## src/swsr_pkg.sv

```systemverilog
// ----------------------------------------------------------------------------
// Single-wire sensor reader package
// Shared types, register indexes, reset values and the sign-magnitude helper.
// ----------------------------------------------------------------------------
package swsr_pkg;

    // Protocol phases of one reading
    typedef enum logic [2:0] {
        PH_IDLE      = 3'd0,
        PH_PRE_HIGH  = 3'd1,
        PH_START_LOW = 3'd2,
        PH_RELEASE   = 3'd3,
        PH_RESP_LOW  = 3'd4,
        PH_RESP_HIGH = 3'd5,
        PH_BIT_WAIT  = 3'd6,
        PH_MEASURE   = 3'd7
    } phase_t;

    // Status codes of a finished reading
    localparam logic [1:0] ST_OK       = 2'd0;
    localparam logic [1:0] ST_TIMEOUT  = 2'd1;
    localparam logic [1:0] ST_CHECKSUM = 2'd2;

    // Configuration register indexes
    localparam int unsigned CFG_INDEX_W = 3;
    localparam logic [CFG_INDEX_W-1:0] CFG_IDLE_HIGH = 3'd0;
    localparam logic [CFG_INDEX_W-1:0] CFG_START_LOW = 3'd1;
    localparam logic [CFG_INDEX_W-1:0] CFG_RELEASE   = 3'd2;
    localparam logic [CFG_INDEX_W-1:0] CFG_TIMEOUT   = 3'd3;
    localparam logic [CFG_INDEX_W-1:0] CFG_ONE_THR   = 3'd4;

    localparam int unsigned CFG_DATA_W = 18;

    // Register reset values
    localparam logic [17:0] IDLE_HIGH_RESET = 18'd250000;
    localparam logic [15:0] START_LOW_RESET = 16'd20000;
    localparam logic [15:0] RELEASE_RESET   = 16'd40;
    localparam logic [15:0] TIMEOUT_RESET   = 16'd1000;
    localparam logic [7:0]  ONE_THR_RESET   = 8'd40;

    // Number of data bits in one frame
    localparam logic [5:0] FRAME_BITS = 6'd40;

    // Configuration register set
    typedef struct packed {
        logic [17:0] idle_high_ticks;
        logic [15:0] start_low_ticks;
        logic [15:0] release_ticks;
        logic [15:0] timeout_ticks;
        logic [7:0]  one_threshold_ticks;
    } cfg_t;

    // One input tick
    typedef struct packed {
        logic line_in;
        logic start_req;
    } item_t;

    // One result item
    typedef struct packed {
        logic signed [15:0] humidity;
        logic signed [15:0] temperature;
        logic [1:0]         status;
        logic               done_res;
        logic               busy_res;
        logic               drive_low;
    } result_t;

    // Sign-magnitude byte pair to signed tenths; negative zero gives zero.
    function automatic logic [15:0] to_tenths(input logic [7:0] hi, input logic [7:0] lo);
        logic [15:0] mag;
        mag = {1'b0, hi[6:0], lo};
        return hi[7] ? (16'd0 - mag) : mag;
    endfunction

endpackage

```

## src/swsr_cfg.sv

```systemverilog
// ----------------------------------------------------------------------------
// Single-wire sensor reader configuration registers
// Holds the five timing registers written through the configuration channel.
// ----------------------------------------------------------------------------
module swsr_cfg
(
    input  logic                                  clk,
    input  logic                                  rst_n,
    input  logic                                  cfg_valid,
    output logic                                  cfg_ready,
    input  logic [swsr_pkg::CFG_INDEX_W-1:0]      cfg_index,
    input  logic [swsr_pkg::CFG_DATA_W-1:0]       cfg_data,
    output swsr_pkg::cfg_t                        cfg
);

    swsr_pkg::cfg_t cfg_reg;
    logic           wr_en;

    // Writes are always taken; unknown indexes are dropped.
    assign cfg_ready = 1'b1;
    assign wr_en     = cfg_valid & cfg_ready;
    assign cfg       = cfg_reg;

    // Register file
    always_ff @(posedge clk or negedge rst_n)
    begin
        if (!rst_n)
        begin
            cfg_reg.idle_high_ticks     <= swsr_pkg::IDLE_HIGH_RESET;
            cfg_reg.start_low_ticks     <= swsr_pkg::START_LOW_RESET;
            cfg_reg.release_ticks       <= swsr_pkg::RELEASE_RESET;
            cfg_reg.timeout_ticks       <= swsr_pkg::TIMEOUT_RESET;
            cfg_reg.one_threshold_ticks <= swsr_pkg::ONE_THR_RESET;
        end
        else if (wr_en)
        begin
            case (cfg_index)
                swsr_pkg::CFG_IDLE_HIGH: cfg_reg.idle_high_ticks     <= cfg_data[17:0];
                swsr_pkg::CFG_START_LOW: cfg_reg.start_low_ticks     <= cfg_data[15:0];
                swsr_pkg::CFG_RELEASE:   cfg_reg.release_ticks       <= cfg_data[15:0];
                swsr_pkg::CFG_TIMEOUT:   cfg_reg.timeout_ticks       <= cfg_data[15:0];
                swsr_pkg::CFG_ONE_THR:   cfg_reg.one_threshold_ticks <= cfg_data[7:0];
                default: ;
            endcase
        end
    end

endmodule

```

## src/swsr_core.sv

```systemverilog
// ----------------------------------------------------------------------------
// Single-wire sensor reader protocol core
// Advances the reading by one tick per step and forms the result of that tick.
// ----------------------------------------------------------------------------
module swsr_core
(
    input  logic               clk,
    input  logic               rst_n,
    input  logic               step_en,
    input  swsr_pkg::item_t    item,
    input  swsr_pkg::cfg_t     cfg,
    output swsr_pkg::result_t  result
);

    swsr_pkg::phase_t   phase_reg, phase_next;
    logic [17:0]        tick_count_reg, tick_count_next;
    logic [5:0]         bit_index_reg, bit_index_next;
    logic [39:0]        frame_shift_reg, frame_shift_next;
    logic [15:0]        temperature_reg, temperature_next;
    logic [15:0]        humidity_reg, humidity_next;
    logic [1:0]         status_reg, status_next;
    logic               done_flag;

    logic [18:0]        tick_wide;
    logic [17:0]        tick_inc;
    logic [17:0]        duration;
    logic               timed_done;
    logic               wait_expired;
    logic               pulse_expired;
    logic               bit_one;
    logic [39:0]        frame_shifted;
    logic [5:0]         bit_index_inc;
    logic [9:0]         byte_sum;
    logic               checksum_ok;

    // Tick counter arithmetic and the comparisons every phase needs
    always_comb
    begin
        tick_wide     = {1'b0, tick_count_reg} + 19'd1;
        tick_inc      = tick_wide[17:0];
        case (phase_reg)
            swsr_pkg::PH_PRE_HIGH:  duration = cfg.idle_high_ticks;
            swsr_pkg::PH_START_LOW: duration = {2'b00, cfg.start_low_ticks};
            default:                duration = {2'b00, cfg.release_ticks};
        endcase
        timed_done    = (tick_inc >= duration);
        wait_expired  = (tick_wide >= {3'b000, cfg.timeout_ticks});
        pulse_expired = (tick_count_reg >= {2'b00, cfg.timeout_ticks});
        bit_one       = (tick_count_reg > {10'd0, cfg.one_threshold_ticks});
        // The first falling edge ends the response pulse and shifts nothing.
        frame_shifted = (bit_index_reg != 6'd0) ? {frame_shift_reg[38:0], bit_one}
                                                : frame_shift_reg;
        bit_index_inc = bit_index_reg + 6'd1;
        byte_sum      = {2'b00, frame_shifted[39:32]} + {2'b00, frame_shifted[31:24]}
                      + {2'b00, frame_shifted[23:16]} + {2'b00, frame_shifted[15:8]};
        checksum_ok   = (byte_sum[7:0] == frame_shifted[7:0]);
    end

    // Next state of the reading
    always_comb
    begin
        phase_next       = phase_reg;
        tick_count_next  = tick_count_reg;
        bit_index_next   = bit_index_reg;
        frame_shift_next = frame_shift_reg;
        temperature_next = temperature_reg;
        humidity_next    = humidity_reg;
        status_next      = status_reg;
        done_flag        = 1'b0;

        case (phase_reg)
            swsr_pkg::PH_IDLE:
            begin
                if (item.start_req)
                begin
                    phase_next       = swsr_pkg::PH_PRE_HIGH;
                    tick_count_next  = 18'd0;
                    bit_index_next   = 6'd0;
                    frame_shift_next = 40'd0;
                end
            end
            swsr_pkg::PH_PRE_HIGH, swsr_pkg::PH_START_LOW, swsr_pkg::PH_RELEASE:
            begin
                if (timed_done)
                begin
                    phase_next      = swsr_pkg::phase_t'(phase_reg + 3'd1);
                    tick_count_next = 18'd0;
                end
                else
                begin
                    tick_count_next = tick_inc;
                end
            end
            swsr_pkg::PH_RESP_LOW:
            begin
                if (!item.line_in)
                begin
                    phase_next      = swsr_pkg::PH_RESP_HIGH;
                    tick_count_next = 18'd0;
                end
                else if (wait_expired)
                begin
                    phase_next      = swsr_pkg::PH_IDLE;
                    tick_count_next = 18'd0;
                    bit_index_next  = 6'd0;
                    status_next     = swsr_pkg::ST_TIMEOUT;
                    done_flag       = 1'b1;
                end
                else
                begin
                    tick_count_next = tick_inc;
                end
            end
            swsr_pkg::PH_RESP_HIGH, swsr_pkg::PH_BIT_WAIT:
            begin
                if (item.line_in)
                begin
                    phase_next      = swsr_pkg::PH_MEASURE;
                    tick_count_next = 18'd1;
                    if (phase_reg == swsr_pkg::PH_RESP_HIGH)
                    begin
                        bit_index_next = 6'd0;
                    end
                end
                else if (wait_expired)
                begin
                    phase_next      = swsr_pkg::PH_IDLE;
                    tick_count_next = 18'd0;
                    bit_index_next  = 6'd0;
                    status_next     = swsr_pkg::ST_TIMEOUT;
                    done_flag       = 1'b1;
                end
                else
                begin
                    tick_count_next = tick_inc;
                end
            end
            swsr_pkg::PH_MEASURE:
            begin
                if (item.line_in)
                begin
                    if (pulse_expired)
                    begin
                        phase_next      = swsr_pkg::PH_IDLE;
                        tick_count_next = 18'd0;
                        bit_index_next  = 6'd0;
                        status_next     = swsr_pkg::ST_TIMEOUT;
                        done_flag       = 1'b1;
                    end
                    else
                    begin
                        tick_count_next = tick_inc;
                    end
                end
                else
                begin
                    frame_shift_next = frame_shifted;
                    if (bit_index_inc > swsr_pkg::FRAME_BITS)
                    begin
                        // Whole frame in: check and decode it.
                        phase_next      = swsr_pkg::PH_IDLE;
                        tick_count_next = 18'd0;
                        bit_index_next  = 6'd0;
                        done_flag       = 1'b1;
                        if (checksum_ok)
                        begin
                            humidity_next    = swsr_pkg::to_tenths(frame_shifted[39:32],
                                                                   frame_shifted[31:24]);
                            temperature_next = swsr_pkg::to_tenths(frame_shifted[23:16],
                                                                   frame_shifted[15:8]);
                            status_next      = swsr_pkg::ST_OK;
                        end
                        else
                        begin
                            status_next = swsr_pkg::ST_CHECKSUM;
                        end
                    end
                    else
                    begin
                        phase_next      = swsr_pkg::PH_BIT_WAIT;
                        tick_count_next = 18'd0;
                        bit_index_next  = bit_index_inc;
                    end
                end
            end
            default: ;
        endcase
    end

    // State registers, advanced once per processed tick
    always_ff @(posedge clk or negedge rst_n)
    begin
        if (!rst_n)
        begin
            phase_reg       <= swsr_pkg::PH_IDLE;
            tick_count_reg  <= 18'd0;
            bit_index_reg   <= 6'd0;
            frame_shift_reg <= 40'd0;
            temperature_reg <= 16'd0;
            humidity_reg    <= 16'd0;
            status_reg      <= swsr_pkg::ST_OK;
        end
        else if (step_en)
        begin
            phase_reg       <= phase_next;
            tick_count_reg  <= tick_count_next;
            bit_index_reg   <= bit_index_next;
            frame_shift_reg <= frame_shift_next;
            temperature_reg <= temperature_next;
            humidity_reg    <= humidity_next;
            status_reg      <= status_next;
        end
    end

    // Result of this tick reflects the state after it
    always_comb
    begin
        result.drive_low   = (phase_next == swsr_pkg::PH_START_LOW);
        result.busy_res    = (phase_next != swsr_pkg::PH_IDLE);
        result.done_res    = done_flag;
        result.status      = status_next;
        result.temperature = temperature_next;
        result.humidity    = humidity_next;
    end

endmodule

```

## src/single_wire_sensor_reader.sv

```systemverilog
// ----------------------------------------------------------------------------
// Single-wire sensor reader
// Reads temperature and humidity from a single-wire sensor, one tick per item.
// ----------------------------------------------------------------------------
// Each slave-side transfer is one microsecond tick with a start request and
// the sampled data line; each produces exactly one master-side result with the
// line drive, busy, done, status and the held temperature and humidity. The
// block sustains one tick per clock cycle while results are taken: a tick is
// captured in an input register at its transfer, and the combinational protocol
// logic fills the result register from it when that register is free or draining;
// the master side offers the result from there. While a
// result waits, the input register takes one more tick; after that the slave
// side stalls until the waiting result is taken.
// Configuration writes take effect at once and should be made while idle.
module single_wire_sensor_reader
(
    input  logic                                  clk,
    input  logic                                  rst_n,

    // Tick input
    input  logic                                  s_tvalid,
    output logic                                  s_tready,
    input  logic [7:0]                            s_tdata,   // start_req, line_in, zero pad

    // Result output
    output logic                                  m_tvalid,
    input  logic                                  m_tready,
    output logic [39:0]                           m_tdata,   // drive_low, busy_res, done_res,
                                                             // status[1:0], temperature[15:0],
                                                             // humidity[15:0], zero pad

    // Configuration write channel
    input  logic                                  cfg_valid,
    output logic                                  cfg_ready,
    input  logic [swsr_pkg::CFG_INDEX_W-1:0]      cfg_index,
    input  logic [swsr_pkg::CFG_DATA_W-1:0]       cfg_data
);

    swsr_pkg::cfg_t     cfg;
    swsr_pkg::item_t    in_item_reg;
    logic               in_valid_reg;
    logic               out_valid_reg;
    swsr_pkg::result_t  out_result_reg;
    swsr_pkg::result_t  step_result;
    logic               advance;

    // A held tick moves on when the result register is free or draining.
    assign advance  = in_valid_reg & (~out_valid_reg | m_tready);
    assign s_tready = ~in_valid_reg | advance;

    swsr_cfg u_cfg
    (
        .clk       (clk),
        .rst_n     (rst_n),
        .cfg_valid (cfg_valid),
        .cfg_ready (cfg_ready),
        .cfg_index (cfg_index),
        .cfg_data  (cfg_data),
        .cfg       (cfg)
    );

    swsr_core u_core
    (
        .clk     (clk),
        .rst_n   (rst_n),
        .step_en (advance),
        .item    (in_item_reg),
        .cfg     (cfg),
        .result  (step_result)
    );

    // Input register
    always_ff @(posedge clk or negedge rst_n)
    begin
        if (!rst_n)
        begin
            in_valid_reg <= 1'b0;
        end
        else if (s_tready)
        begin
            in_valid_reg <= s_tvalid;
        end
    end

    always_ff @(posedge clk)
    begin
        if (s_tvalid && s_tready)
        begin
            in_item_reg.start_req <= s_tdata[0];
            in_item_reg.line_in   <= s_tdata[1];
        end
    end

    // Result register
    always_ff @(posedge clk or negedge rst_n)
    begin
        if (!rst_n)
        begin
            out_valid_reg <= 1'b0;
        end
        else if (advance)
        begin
            out_valid_reg <= 1'b1;
        end
        else if (m_tready)
        begin
            out_valid_reg <= 1'b0;
        end
    end

    always_ff @(posedge clk)
    begin
        if (advance)
        begin
            out_result_reg <= step_result;
        end
    end

    // Output packing
    assign m_tvalid = out_valid_reg;
    assign m_tdata  = {3'b000,
                       out_result_reg.humidity,
                       out_result_reg.temperature,
                       out_result_reg.status,
                       out_result_reg.done_res,
                       out_result_reg.busy_res,
                       out_result_reg.drive_low};

endmodule
```

## config.mk

```make
export PLATFORM = sky130hd
export DESIGN_NAME = single_wire_sensor_reader
export DESIGN_NICKNAME = d
export VERILOG_FILES = /design/src/swsr_pkg.sv /design/src/swsr_cfg.sv /design/src/swsr_core.sv /design/src/single_wire_sensor_reader.sv
export SDC_FILE = /design/constraint.sdc
export NUM_CORES = 1
export LEC_CHECK = 0
export BUFFER_PORTS_ARGS = -buffer_cell sky130_fd_sc_hd__buf_2
export CORE_UTILIZATION = 36
export DETAILED_ROUTE_END_ITERATION = 8
export PLACE_DENSITY_LB_ADDON = 0.1
export REMOVE_ABC_BUFFERS = 1
export SETUP_SLACK_MARGIN = 0.15
export SLEW_MARGIN = 5
export SYNTH_ARGS = -nofsm -noshare
export SYNTH_HDL_FRONTEND = slang
export SYNTH_HIERARCHICAL = 1
export SYNTH_SLANG_ARGS = --single-unit
```

## constraint.sdc

```tcl
create_clock -name clk -period 5.9 [get_ports clk]
set_clock_uncertainty 0.2 [all_clocks]
set_input_delay 0.295 -clock clk [delete_from_list [all_inputs] [get_ports clk]]
set_output_delay 0.295 -clock clk [all_outputs]
set_load 0.01 [all_outputs]
```

==> results of run 1 <==
==> worst reg2reg max path: stages (launching register included) <==
cell,delay [ns]
dfrtp_1,0.38
inv_2,0.08
ha_4,0.13
or4b_4,0.50
nor2_4,0.23
buf_6,0.15
a21oi_1,0.07
buf_4,0.15
fa_1,0.53
inv_1,0.05
fa_1,0.57
ha_4,0.24
nand2b_4,0.09
a21oi_2,0.06
or4_1,0.49
and4_4,0.22
a2111oi_4,0.35
buf_4,0.17
buf_6,0.09
nand4_4,0.18
clkbuf_16,0.29
mux2_2,0.29
==> per-stage QoR <==
stage | util (%) | power [uW]
5_1_grt | 45.0 | 5390
4_1_cts | 44.2 | 5110
3_3_place_gp | 40.1 | 3230
3_5_place_dp | 40.1 | 3260
2_1_floorplan | - | 2730
6_report | 45.0 | 5070
==> power groups by stage <==
stage	Combinational, uW	Clock (uW)	Sequential, uW
after detailed placement	1420	0	1830
after CTS	1500	1800	1810
after floorplan	895	0	1830
final	1530	1740	1800
after global routing	1710	1850	1830
after global placement	1410	0	1830
==> cells in the final DEF, fill, tap and decap left out, types with 18 or more instances in the layout <==
master	synthesis	routed
a21oi_1	68	64
a22o_1	21	21
a31oi_1	31	31
buf_2	5	65
buf_4	7	74
clkbuf_16	0	31
dfrtp_1	155	155
dfstp_2	22	22
dlygate4sd3_1	0	24
edfxtp_1	39	39
ha_1	80	72
inv_1	65	59
mux2_2	106	100
mux2_4	27	34
mux2i_1	19	18
nand2_1	101	96
nand3_1	29	29
nor2_1	68	65
nor3_1	18	18
o21ai_0	79	73
xnor2_1	44	42
==> cell families after synthesis <==
group                    count (synthesis)
XOR/XNOR                                60
AO/OA/AOI/OAI                          298
other                                    2
AND/OR/NAND/NOR                        307
multiplexers                           153
buffers and inverters                  132
adder cells (fa/ha/maj)                 91
flip-flops                             216
==> cell type report <==
| type | instances | area (sq um) | share of cell area (%) |
|---|---|---|---|
| flip-flops and latches | 216 | 5630 | 34.8 |
| repair buffers | 180 | 1440 | 8.89 |
| multi-input cells | 913 | 7360 | 45.5 |
| well taps | 461 | 577 | 3.57 |
| clock inverters | 8 | 143 | 0.882 |
| inverters | 66 | 248 | 1.53 |
| clock buffers | 40 | 785 | 4.85 |
==> metal layers <==
| metal | wire, microns | part of all wire, % | GRT usage (%) |
|---|---|---|---|
| met1 | 15900 | 45 | 23.9 |
| met2 | 17000 | 49 | 31.4 |
| met3 | 969 | 2.8 | 2.37 |
| met4 | 1070 | 3.1 | 5.17 |
| met5 | 0 | 0 | 0 |
==> worst paths after layout <==
kind                                                startpoint                                   to  slack [ns]  cells after the start
setup / recovery           u_core/bit_index_reg[0]$_DFFE_PN0P_                m_tdata[27]$_DFFE_PP_        0.13                     21
setup reg to reg           u_core/bit_index_reg[0]$_DFFE_PN0P_                m_tdata[27]$_DFFE_PP_        0.13                     21
hold / removal                                    cfg_index[2]            u_cfg/cfg[40]$_DFFE_PN0P_        0.13                      3
min in group asynchronous                                rst_n  u_core/humidity_reg[14]$_DFFE_PN0P_        0.14                      2
hold reg to reg             u_core/humidity_reg[0]$_DFFE_PN0P_   u_core/humidity_reg[0]$_DFFE_PN0P_        0.30                      2
max in group asynchronous                                rst_n            u_cfg/cfg[30]$_DFFE_PN0P_        4.21                      3
==> what timing repair did <==
item / 4_1_cts / 5_1_grt
gates cloned: 2 / 4
buffers inserted: 10 / 8
resized for setup: 33 / 41
pin swaps: 10 / 9
setup endpoints to repair: 62 / 65
endpoints found under the hold margin: 147 / 0
hold buffers: 24 / 0
==> metrics.yaml, run 1 <==
run_status:
  outcome: "finished clean"
logic_synthesis:
  synth_ff_type: "dfrtp_1"
  synth_top_family_by_area: "compound AO/OA/AOI/OAI gates"
  netlist_instances: 1259
  synthDistinctLibCells: 83
  synth_xor_area_share_pct: 4.16
  synthArstFlopShare_pct: 81.9
  synth_simple_gate_area_share_pct: 11.7
  synth_compound_gate_area_share_pct: 14.5
  synthTopCellsByCount: "dfrtp_1, mux2_2, nand2_1"
  yosysMostFrequentCell: "dfrtp_1"
  synth_top_cell_area_share_pct: 29.2
  yosys_warnings: 6
  synth_edf_count: 39
  ys_seq_elements: 216
  synth.area.mux_share_pct: 13.6
  yosysTopAreaCell: "dfrtp_1"
  synth_area_per_cell_sq_um: 10.5
  synth_area_leaders: "dfrtp_1, mux2_2, edfxtp_1"
  yosys.area_share.adder_pct: 9.20
  synth-seq-area-share_pct: 42.4
  syn_area_sq_mm: 0.0133
sta:
  slew_headroom_pct: 21.7
  finalCritPeriodShare_pct: 97.7
  finalCriticalPeriod_ns: 5.77
  tightest_slew_ns: 1.17
  setup_slack_ns: 0.134
  maxSlewViolCount: 0
  fmax_mhz: 173
  hold_viol: 0
  setup_viol: 0
  rsz0062_at_grt: "yes"
  setup_tns_ns: 0
  holdWs_ns: 0.130
detailed_routing:
  wirelength_mm: 34.9
  wl_per_cell_microns: 18.5
  drt_pre_antenna_iters: 5
  drc: 0
  drtIter0Drc: 557
  vias: 9990
  vias_per_cell: 5.30
  postRouteAntennaNets: 0
placement:
  dp.cells: 1788
  place_area_sq_mm: 0.0144
  dp_worst_setup_slack_ns: -0.0996
  dp_hpwl_mm: 24.1
  gp_routability_congestion: 0.850
  io_buffers: 66
worst_hold_path:
  hold_class: "primary input to register"
grt:
  grt-ovfl-total: 0
  track_usage_pct: 18.2
  grt_max_degree: 80
  grt_pass1_wl_mm: 55.4
  grt_pass1_vias: 10100
  antenna_found_initial: 0
pwr:
  combPwrFrac_pct: 30.1
  p_switching_uw: 1620
  pwr-share-seq_pct: 35.6
  pwr-share-clk_pct: 34.3
  internal-power_uw: 3450
  leakagePower_uw: 0.00732
  vdd_drop_max_mv: 0.229
  p_per_area_mw_per_mm2: 314
  p_sw_share_pct: 32.0
finish:
  fin_cells: 1884
  layout-drive-gt1-share_pct: 28.9
  largest_register_ff_count: 74
  antenna_cells: 0
  syn_to_final_growth_pct: 21.8
  fill_cells: 3409
  stdcell_area_sq_mm: 0.0162
  final_nets: 1528
worst_setup_path:
  cp_top_family: "simple AND/OR/NAND/NOR gates"
  crit_required_ns: 6.00
  cp_cell_sequence: "inv_2 -> ha_4 -> or4b_4 -> nor2_4 -> buf_6 -> a21oi_1 -> buf_4 -> fa_1 -> inv_1 -> fa_1 -> ha_4 -> nand2b_4 -> a21oi_2 -> or4_1 -> and4_4 -> a2111oi_4 -> buf_4 -> buf_6 -> nand4_4 -> clkbuf_16 -> mux2_2"
  crit_type: "register to register"
  critPathCaptureType: "register"
  path_max_fanout: 18
  crit_path_top_delay_cell: "fa_1"
  crit_arrival_ns: 5.86
  slowest_delay_ns: 0.57
  critPathBufInv: 7
  cp-start-kind: "register"
floorplanning:
  coreArea_sq_mm: 0.0359
  dieArea_sq_mm: 0.0377
  die_x_microns: 194
  rows: 69
  die_y_microns: 194
  ios: 77
  start_util_pct: 37.0
cts:
  clk-insertion-delay-late_ns: 0.55
  clock_sinks: 216
  cts.clk_slew.worst_paths_ns: 0.06
  tritoncts: "done"
  clk_path_buf_depth: 3
  cts_htree_levels: 1
  cts_buffers: 26
  clockRootBuffer: "clkbuf_16"
job:
  maxCapViolations: 0
Note: power is estimated with default switching activity, not from simulation.
==> run 2, diff against run 1 <==
--- a/config.mk
+++ b/config.mk
@@ -9,7 +9,6 @@
 export CORE_UTILIZATION = 36
 export DETAILED_ROUTE_END_ITERATION = 8
 export PLACE_DENSITY_LB_ADDON = 0.1
-export REMOVE_ABC_BUFFERS = 1
 export SETUP_SLACK_MARGIN = 0.15
 export SLEW_MARGIN = 5
 export SYNTH_ARGS = -nofsm -noshare
==> metrics.yaml, run 2 (same netlist as run 1, synthesis figures left out) <==
cts:
  cts.clk_slew.worst_paths_ns: 0.06  # about the same
  cts_buffers: 26  # unchanged
  clk-insertion-delay-late_ns: 0.55  # about the same
  tritoncts: "done"  # unchanged
  clockRootBuffer: "clkbuf_16"  # unchanged
  cts_htree_levels: 1  # unchanged
  clk_path_buf_depth: 3  # unchanged
  clock_sinks: 216  # unchanged
detailed_routing:
  wl_per_cell_microns: 19.0  # was 18.5 microns
  drc: 0  # unchanged
  postRouteAntennaNets: 0  # unchanged
  drt_pre_antenna_iters: 5  # unchanged
  drtIter0Drc: 588  # was 557
  vias: 9901  # was 9,990
  wirelength_mm: 35.1  # was 34.9 mm
  vias_per_cell: 5.35  # was 5.30
worst_setup_path:
  crit_required_ns: 6.12  # was 6.00 ns
  crit_type: "register to register"  # unchanged
  cp-start-kind: "register"  # unchanged
  path_max_fanout: 7  # was 18
  critPathCaptureType: "register"  # unchanged
  crit_arrival_ns: 5.98  # was 5.86 ns
worst_hold_path:
  hold_class: "primary input to asynchronous set/reset pin"  # was primary input to register
finish:
  antenna_cells: 0  # unchanged
  layout_common_cells: "dfrtp_1, mux2_2, nand2_1"  # unchanged
  fill_cells: 3453  # was 3,409
  finish.utilization_pct: 43.6  # was 45.0%
  ff_latch_area_sq_mm: 0.00563  # unchanged
  largest_register_ff_count: 74  # unchanged
  multi_input_area_sq_mm: 0.00729  # was 0.00736 sq mm
  mostFrequentLayoutCell: "dfrtp_1"  # unchanged
  syn_to_final_growth_pct: 17.9  # was 21.8%
  layout-drive-gt1-share_pct: 26.3  # was 28.9%
  final_nets: 1497  # was 1,528
sta:
  finalCriticalPeriod_ns: 5.76  # was 5.77 ns
  rsz0062_at_grt: "yes"  # unchanged
  hold_viol: 0  # unchanged
  holdWs_ns: 0.114  # was 0.130 ns
  setup_viol: 0  # unchanged
  slew_headroom_pct: 21.3  # was 21.7%
  tightest_slew_ns: 1.18  # was 1.17 ns
  maxSlewViolCount: 0  # unchanged
  finalCritPeriodShare_pct: 97.6  # was 97.7%
  fmax_mhz: 174  # was 173 MHz
pwr:
  p_per_area_mw_per_mm2: 308  # was 314 mW/mm^2
  vdd_drop_max_mv: 0.208  # was 0.229 mV
  leakagePower_uw: 0.00702  # was 0.00732 uW
  fin_total_pwr_uw: 4820  # was 5070 uW
grt:
  grt-ovfl-total: 0  # unchanged
  grt_pass1_vias: 10100  # about the same
  antenna_found_initial: 0  # unchanged
  track_usage_pct: 18.6  # was 18.2%
  grt_max_degree: 64  # was 80
  grt_pass1_wl_mm: 56.5  # was 55.4 mm
placement:
  dp_hpwl_mm: 24.1  # about the same
  io_buffers: 66  # unchanged
  gp_routability_congestion: 0.827  # was 0.850
floorplanning:
  die_x_microns: 194  # unchanged
  dieArea_sq_mm: 0.0377  # unchanged
  rows: 69  # unchanged
  die_y_microns: 194  # unchanged
  coreArea_sq_mm: 0.0359  # unchanged
  start_util_pct: 37.0  # unchanged
  ios: 77  # unchanged
job:
  maxCapViolations: 0  # unchanged
run_status:
  outcome: "finished clean"  # unchanged
==> run 2: metrics by stage <==
stage                     cells  TNS (ns)  setup slack (ns)  cell area, sq um
after floorplan            1261         0            0.0549             13400
after global placement     1770    -0.395           -0.0363             14300
after detailed placement   1770     -1.51           -0.0785             14300
after CTS                  1843         0             0.235             15400
after global routing       1851   -0.0124          -0.00753             15700
final                      1851         0             0.143             15700
==> run 2: layout make-up <==
class	count	area share, %
clock buffer	41	4.65
clock inverter	5	0.480
tap	461	3.69
inverter	66	1.59
multi-input combinational	914	46.6
timing repair buffer	148	7.07
sequential	216	36.0
==> run 2: worst paths after layout <==
path                                                          start                                  end  slack, ns  cells past startpoint
worst min register to register  u_core/humidity_reg[10]$_DFFE_PN0P_  u_core/humidity_reg[10]$_DFFE_PN0P_       0.29                      1
min in group clk                                       cfg_index[2]            u_cfg/cfg[44]$_DFFE_PN0P_       0.25                      4
worst max-delay path            u_core/bit_index_reg[0]$_DFFE_PN0P_   u_core/humidity_reg[3]$_DFFE_PN0P_       0.14                     19
max in group asynchronous                                     rst_n     u_core/status_reg[0]$_DFFE_PN0P_       4.08                      3
worst max register to register  u_core/bit_index_reg[0]$_DFFE_PN0P_   u_core/humidity_reg[3]$_DFFE_PN0P_       0.14                     19
worst min-delay path                                          rst_n   u_core/humidity_reg[5]$_DFFE_PN0P_       0.11                      2
==> run 2: worst max-delay path, stage by stage (launching register included) <==
cell and delay [ns]:
dfrtp_1 0.39, inv_2 0.09, ha_4 0.13, or4b_4 0.51, nor2_4 0.26, buf_6 0.18
a21oi_4 0.07, fa_1 0.56, inv_2 0.04, fa_1 0.58, ha_4 0.23, nand2b_4 0.10
a21oi_4 0.06, or4_4 0.51, and4_4 0.20, a2111oi_4 0.34, nand3_1 0.15, or3_4 0.50
clkbuf_16 0.21, mux2_4 0.29
==> run 2: per-layer routing <==
metal,GRT usage [%],up-vias,part of all wire (%)
met5,0,-,0
met4,5.03,0,2.3
met3,2.49,41,3.1
met2,30.9,150,48
met1,25.3,4888,47
li1,-,4822,-
==> run 2: where the power goes <==
group / internal (uW) / switching, uW
Sequential: 1710 / 102
Clock: 927 / 650
Combinational: 588 / 845
==> run 2: what timing repair did <==
item                                    4_1_cts  5_1_grt
setup buffers                                 2        5
gates resized for setup                       6       38
hold endpoints to repair                    141        0
hold buffers                                 24        0
gates cloned                                  1        3
pin swaps                                     2       19
endpoints found under the setup margin       61       62
==> run 3, diff against run 2 <==
--- a/config.mk
+++ b/config.mk
@@ -13,5 +13,4 @@
 export SLEW_MARGIN = 5
 export SYNTH_ARGS = -nofsm -noshare
 export SYNTH_HDL_FRONTEND = slang
-export SYNTH_HIERARCHICAL = 1
 export SYNTH_SLANG_ARGS = --single-unit
==> metrics.yaml, run 3 <==
run_status:
  outcome: "finished, violations left"  # was finished clean
  violations: "setup timing"
pwr:
  p_per_area_mw_per_mm2: 284  # was 308 mW/mm^2
  p_sw_share_pct: 32.5  # was 33.1%
  leakagePower_uw: 0.00726  # was 0.00702 uW
  fin_total_pwr_uw: 4560  # was 4820 uW
  p_switching_uw: 1480  # was 1600 uW
  pwr-share-clk_pct: 34.1  # was 32.7%
  combPwrFrac_pct: 26.6  # was 29.7%
  vdd_drop_max_mv: 0.240  # was 0.208 mV
  pwr-share-seq_pct: 39.2  # was 37.5%
  internal-power_uw: 3070  # was 3220 uW
worst_setup_path:
  crit_path_top_delay_cell: "fa_1"  # unchanged
  crit_arrival_ns: 6.19  # was 5.98 ns
  cp_cell_sequence: "inv_1 -> ha_2 -> or4b_4 -> nor2_4 -> buf_12 -> mux2i_4 -> fa_1 -> inv_2 -> fa_1 -> ha_2 -> inv_2 -> fa_2 -> xnor2_2 -> a21oi_1 -> a21oi_1 -> or4b_4 -> a2111oi_4 -> o2111ai_2 -> buf_4 -> nor2_4 -> buf_6 -> clkbuf_16 -> mux2_2"  # was inv_2 -> ha_4 -> or4b_4 -> nor2_4 -> buf_6 -> a21oi_4 -> fa_1 -> inv_2 -> fa_1 -> ha_4 -> nand2b_4 -> a21oi_4 -> or4_4 -> and4_4 -> a2111oi_4 -> nand3_1 -> or3_4 -> clkbuf_16 -> mux2_4
  crit_type: "register to register"  # unchanged
  cp_top_family: "adder cells"  # was simple AND/OR/NAND/NOR gates
  critPathBufInv: 7  # was 4
  critPathCaptureType: "register"  # unchanged
  slowest_delay_ns: 0.56  # was 0.58 ns
  path_max_fanout: 8  # was 7
  cp-start-kind: "register"  # unchanged
  crit_required_ns: 6.01  # was 6.12 ns
finish:
  largest_register_ff_count: 74  # unchanged
  mostFrequentLayoutCell: "dfrtp_1"  # unchanged
  finish.utilization_pct: 45.2  # was 43.6%
  final_nets: 1507  # was 1,497
  fill_cells: 3358  # was 3,453
  syn_to_final_growth_pct: 23.7  # was 17.9%
  layout_common_cells: "dfrtp_1, nand2_1, buf_4"  # was dfrtp_1, mux2_2, nand2_1
  antenna_cells: 0  # unchanged
  layout-drive-gt1-share_pct: 28.8  # was 26.3%
sta:
  slew_headroom_pct: 22.2  # was 21.3%
  finalCriticalPeriod_ns: 6.08  # was 5.76 ns
  fmax_mhz: 165  # was 174 MHz
  rsz0062_at_grt: "yes"  # unchanged
  maxSlewViolCount: 0  # unchanged
  setup_slack_ns: -0.177  # was 0.143 ns
  tightest_slew_ns: 1.13  # was 1.18 ns
  hold_viol: 0  # unchanged
  finalCritPeriodShare_pct: 103  # was 97.6%
  setup_viol: 64  # was 0
detailed_routing:
  wirelength_mm: 35.3  # was 35.1 mm
  drt_pre_antenna_iters: 7  # was 5
  wl_per_cell_microns: 18.9  # was 19.0 microns
  drtIter0Drc: 551  # was 588
  drc: 0  # unchanged
  postRouteAntennaNets: 0  # unchanged
  vias_per_cell: 5.31  # was 5.35
  vias: 9884  # was 9,901
placement:
  dp_hpwl_mm: 23.9  # was 24.1 mm
  gp_routability_congestion: 0.841  # was 0.827
  io_buffers: 66  # unchanged
logic_synthesis:
  synth_top_family_by_area: "compound AO/OA/AOI/OAI gates"  # unchanged
  synth_edf_count: 39  # unchanged
  synthTopCellsByCount: "dfrtp_1, nand2_1, mux2_2"  # was dfrtp_1, mux2_2, nand2_1
  synth-seq-area-share_pct: 43.4  # was 42.4%
  synth_xor_area_share_pct: 3.97  # was 4.16%
  synth_area_leaders: "dfrtp_1, edfxtp_1, mux2_2"  # was dfrtp_1, mux2_2, edfxtp_1
  synth_area_per_cell_sq_um: 10.6  # was 10.5 sq um
  synth_compound_gate_area_share_pct: 14.7  # was 14.5%
  synth_ff_type: "dfrtp_1"  # unchanged
  syn_area_sq_mm: 0.0130  # was 0.0133 sq mm
  yosys.area_share.adder_pct: 9.59  # was 9.20%
  ys_seq_elements: 216  # unchanged
  yosysMostFrequentCell: "dfrtp_1"  # unchanged
  yosys_warnings: 0  # was 6
  synth.area.mux_share_pct: 13.4  # was 13.6%
  netlist_instances: 1223  # was 1,259
  synth_simple_gate_area_share_pct: 11.0  # was 11.7%
  synthArstFlopShare_pct: 81.9  # unchanged
  synth_top_cell_area_share_pct: 29.9  # was 29.2%
  yosysTopAreaCell: "dfrtp_1"  # unchanged
  synthDistinctLibCells: 73  # was 83
floorplanning:
  start_util_pct: 36.5  # was 37.0%
  ios: 77  # unchanged
  die_y_microns: 192  # was 194 microns
  coreArea_sq_mm: 0.0355  # was 0.0359 sq mm
  rows: 69  # unchanged
  die_x_microns: 192  # was 194 microns
  dieArea_sq_mm: 0.0368  # was 0.0377 sq mm
cts:
  tritoncts: "done"  # unchanged
  clk_path_buf_depth: 3  # unchanged
  clk-insertion-delay-late_ns: 0.58  # was 0.55 ns
  cts_buffers: 26  # unchanged
  clockRootBuffer: "clkbuf_16"  # unchanged
  cts.clk_slew.worst_paths_ns: 0.06  # about the same
  cts_htree_levels: 1  # unchanged
  clock_sinks: 216  # unchanged
worst_hold_path:
  hold_class: "primary input to register"  # was primary input to asynchronous set/reset pin
grt:
  grt-ovfl-total: 0  # unchanged
  track_usage_pct: 19.5  # was 18.6%
  grt_max_degree: 126  # was 64
  grt_pass1_wl_mm: 55.9  # was 56.5 mm
  antenna_found_initial: 0  # unchanged
  grt_pass1_vias: 9926  # was 10,100
job:
  maxCapViolations: 0  # unchanged
-- run 3: layer usage --
layer	share of wire [%]	track usage, %	up-vias
met3	3.3	2.70	54
met5	0	0	-
li1	-	-	4763
met4	2.9	6.01	0
met1	52	29.4	4904
met2	42	28.5	163
-- run 3: power groups by stage --
| stage | Combinational (uW) | Sequential (uW) | Clock (uW) |
|---|---|---|---|
| CTS | 1220 | 1790 | 1600 |
| global route | 1370 | 1810 | 1650 |
| global placement | 1180 | 1810 | 0 |
| finish | 1210 | 1790 | 1550 |
| detailed placement | 1190 | 1820 | 0 |
| floorplan | 807 | 1800 | 0 |
-- run 3: per-stage QoR --
stage          setup WS [ns]  instances  cell area [sq um]  hold WS, ns  TNS, ns
5_1_grt               -0.415       1863              16000       0.0901   -23.36
2_1_floorplan         -0.268       1225              13200       -0.201   -15.74
6_report              -0.177       1863              16000       0.0441    -7.40
4_1_cts               -0.119       1856              15800       0.0145    -4.97
3_3_place_gp          -0.133       1770              14500        0.125    -5.25
3_5_place_dp          -0.209       1770              14500        0.114    -9.54
-- run 3: worst paths after layout --
| kind | start | end | slack, ns | cells past startpoint |
|---|---|---|---|---|
| min in group asynchronous | rst_n | u_core.status_reg[0]$_DFFE_PN0P_ | 0.08 | 2 |
| min | cfg_index[2] | u_cfg.cfg[5]$_DFFE_PN1P_ | 0.04 | 6 |
| min reg2reg | u_cfg.cfg[5]$_DFFE_PN1P_ | u_cfg.cfg[5]$_DFFE_PN1P_ | 0.30 | 2 |
| max in group asynchronous | rst_n | u_cfg.cfg[1]$_DFFE_PN0P_ | 4.34 | 3 |
| max reg2reg | u_core.bit_index_reg[0]$_DFFE_PN0P_ | m_tdata[10]$_DFFE_PP_ | -0.18 | 23 |
| max | u_core.bit_index_reg[0]$_DFFE_PN0P_ | m_tdata[10]$_DFFE_PP_ | -0.18 | 23 |
-- run 3: timing repair --
item | CTS | global route
setup endpoints to repair | 65 | 65
resized for setup | 37 | 25
hold buffers | 24 | 0
hold endpoints to repair | 132 | 0
pin swaps | 3 | 3
setup buffers | 10 | 5
cloned | 4 | 2
-- run 3: area by class of cell --
| cell class | instances | area (sq um) | area share [%] |
|---|---|---|---|
| Sequential cell | 216 | 5630 | 35.1 |
| Timing Repair Buffer | 191 | 1540 | 9.62 |
| Tap cell | 461 | 577 | 3.60 |
| Inverter | 57 | 214 | 1.33 |
| Multi-Input combinational cell | 890 | 7250 | 45.2 |
| Clock inverter | 9 | 75.1 | 0.468 |
| Clock buffer | 39 | 749 | 4.67 |
-- run 3: worst reg2reg max path, delay by kind of cell (launching register included) --
family	cells	cell delay (ns)
AOI/OAI and AO/OA	4	0.58
xor gates and xnor gates	1	0.06
muxes	2	0.41
adders and majority gates	5	2.01
buffers and inverters	7	0.79
DFF	1	0.38
and+or+nand+nor	4	1.39
-- run 3: cells by family (layout without fill, tap and decap cells) --
group,after synthesis,count (layout)
AO/OA/AOI/OAI,284,284
XOR/XNOR,54,54
adder cells (fa/ha/maj),91,91
buffers and inverters,119,296
flip-flops,216,216
multiplexers,157,157
other,2,4
AND/OR/NAND/NOR,300,300
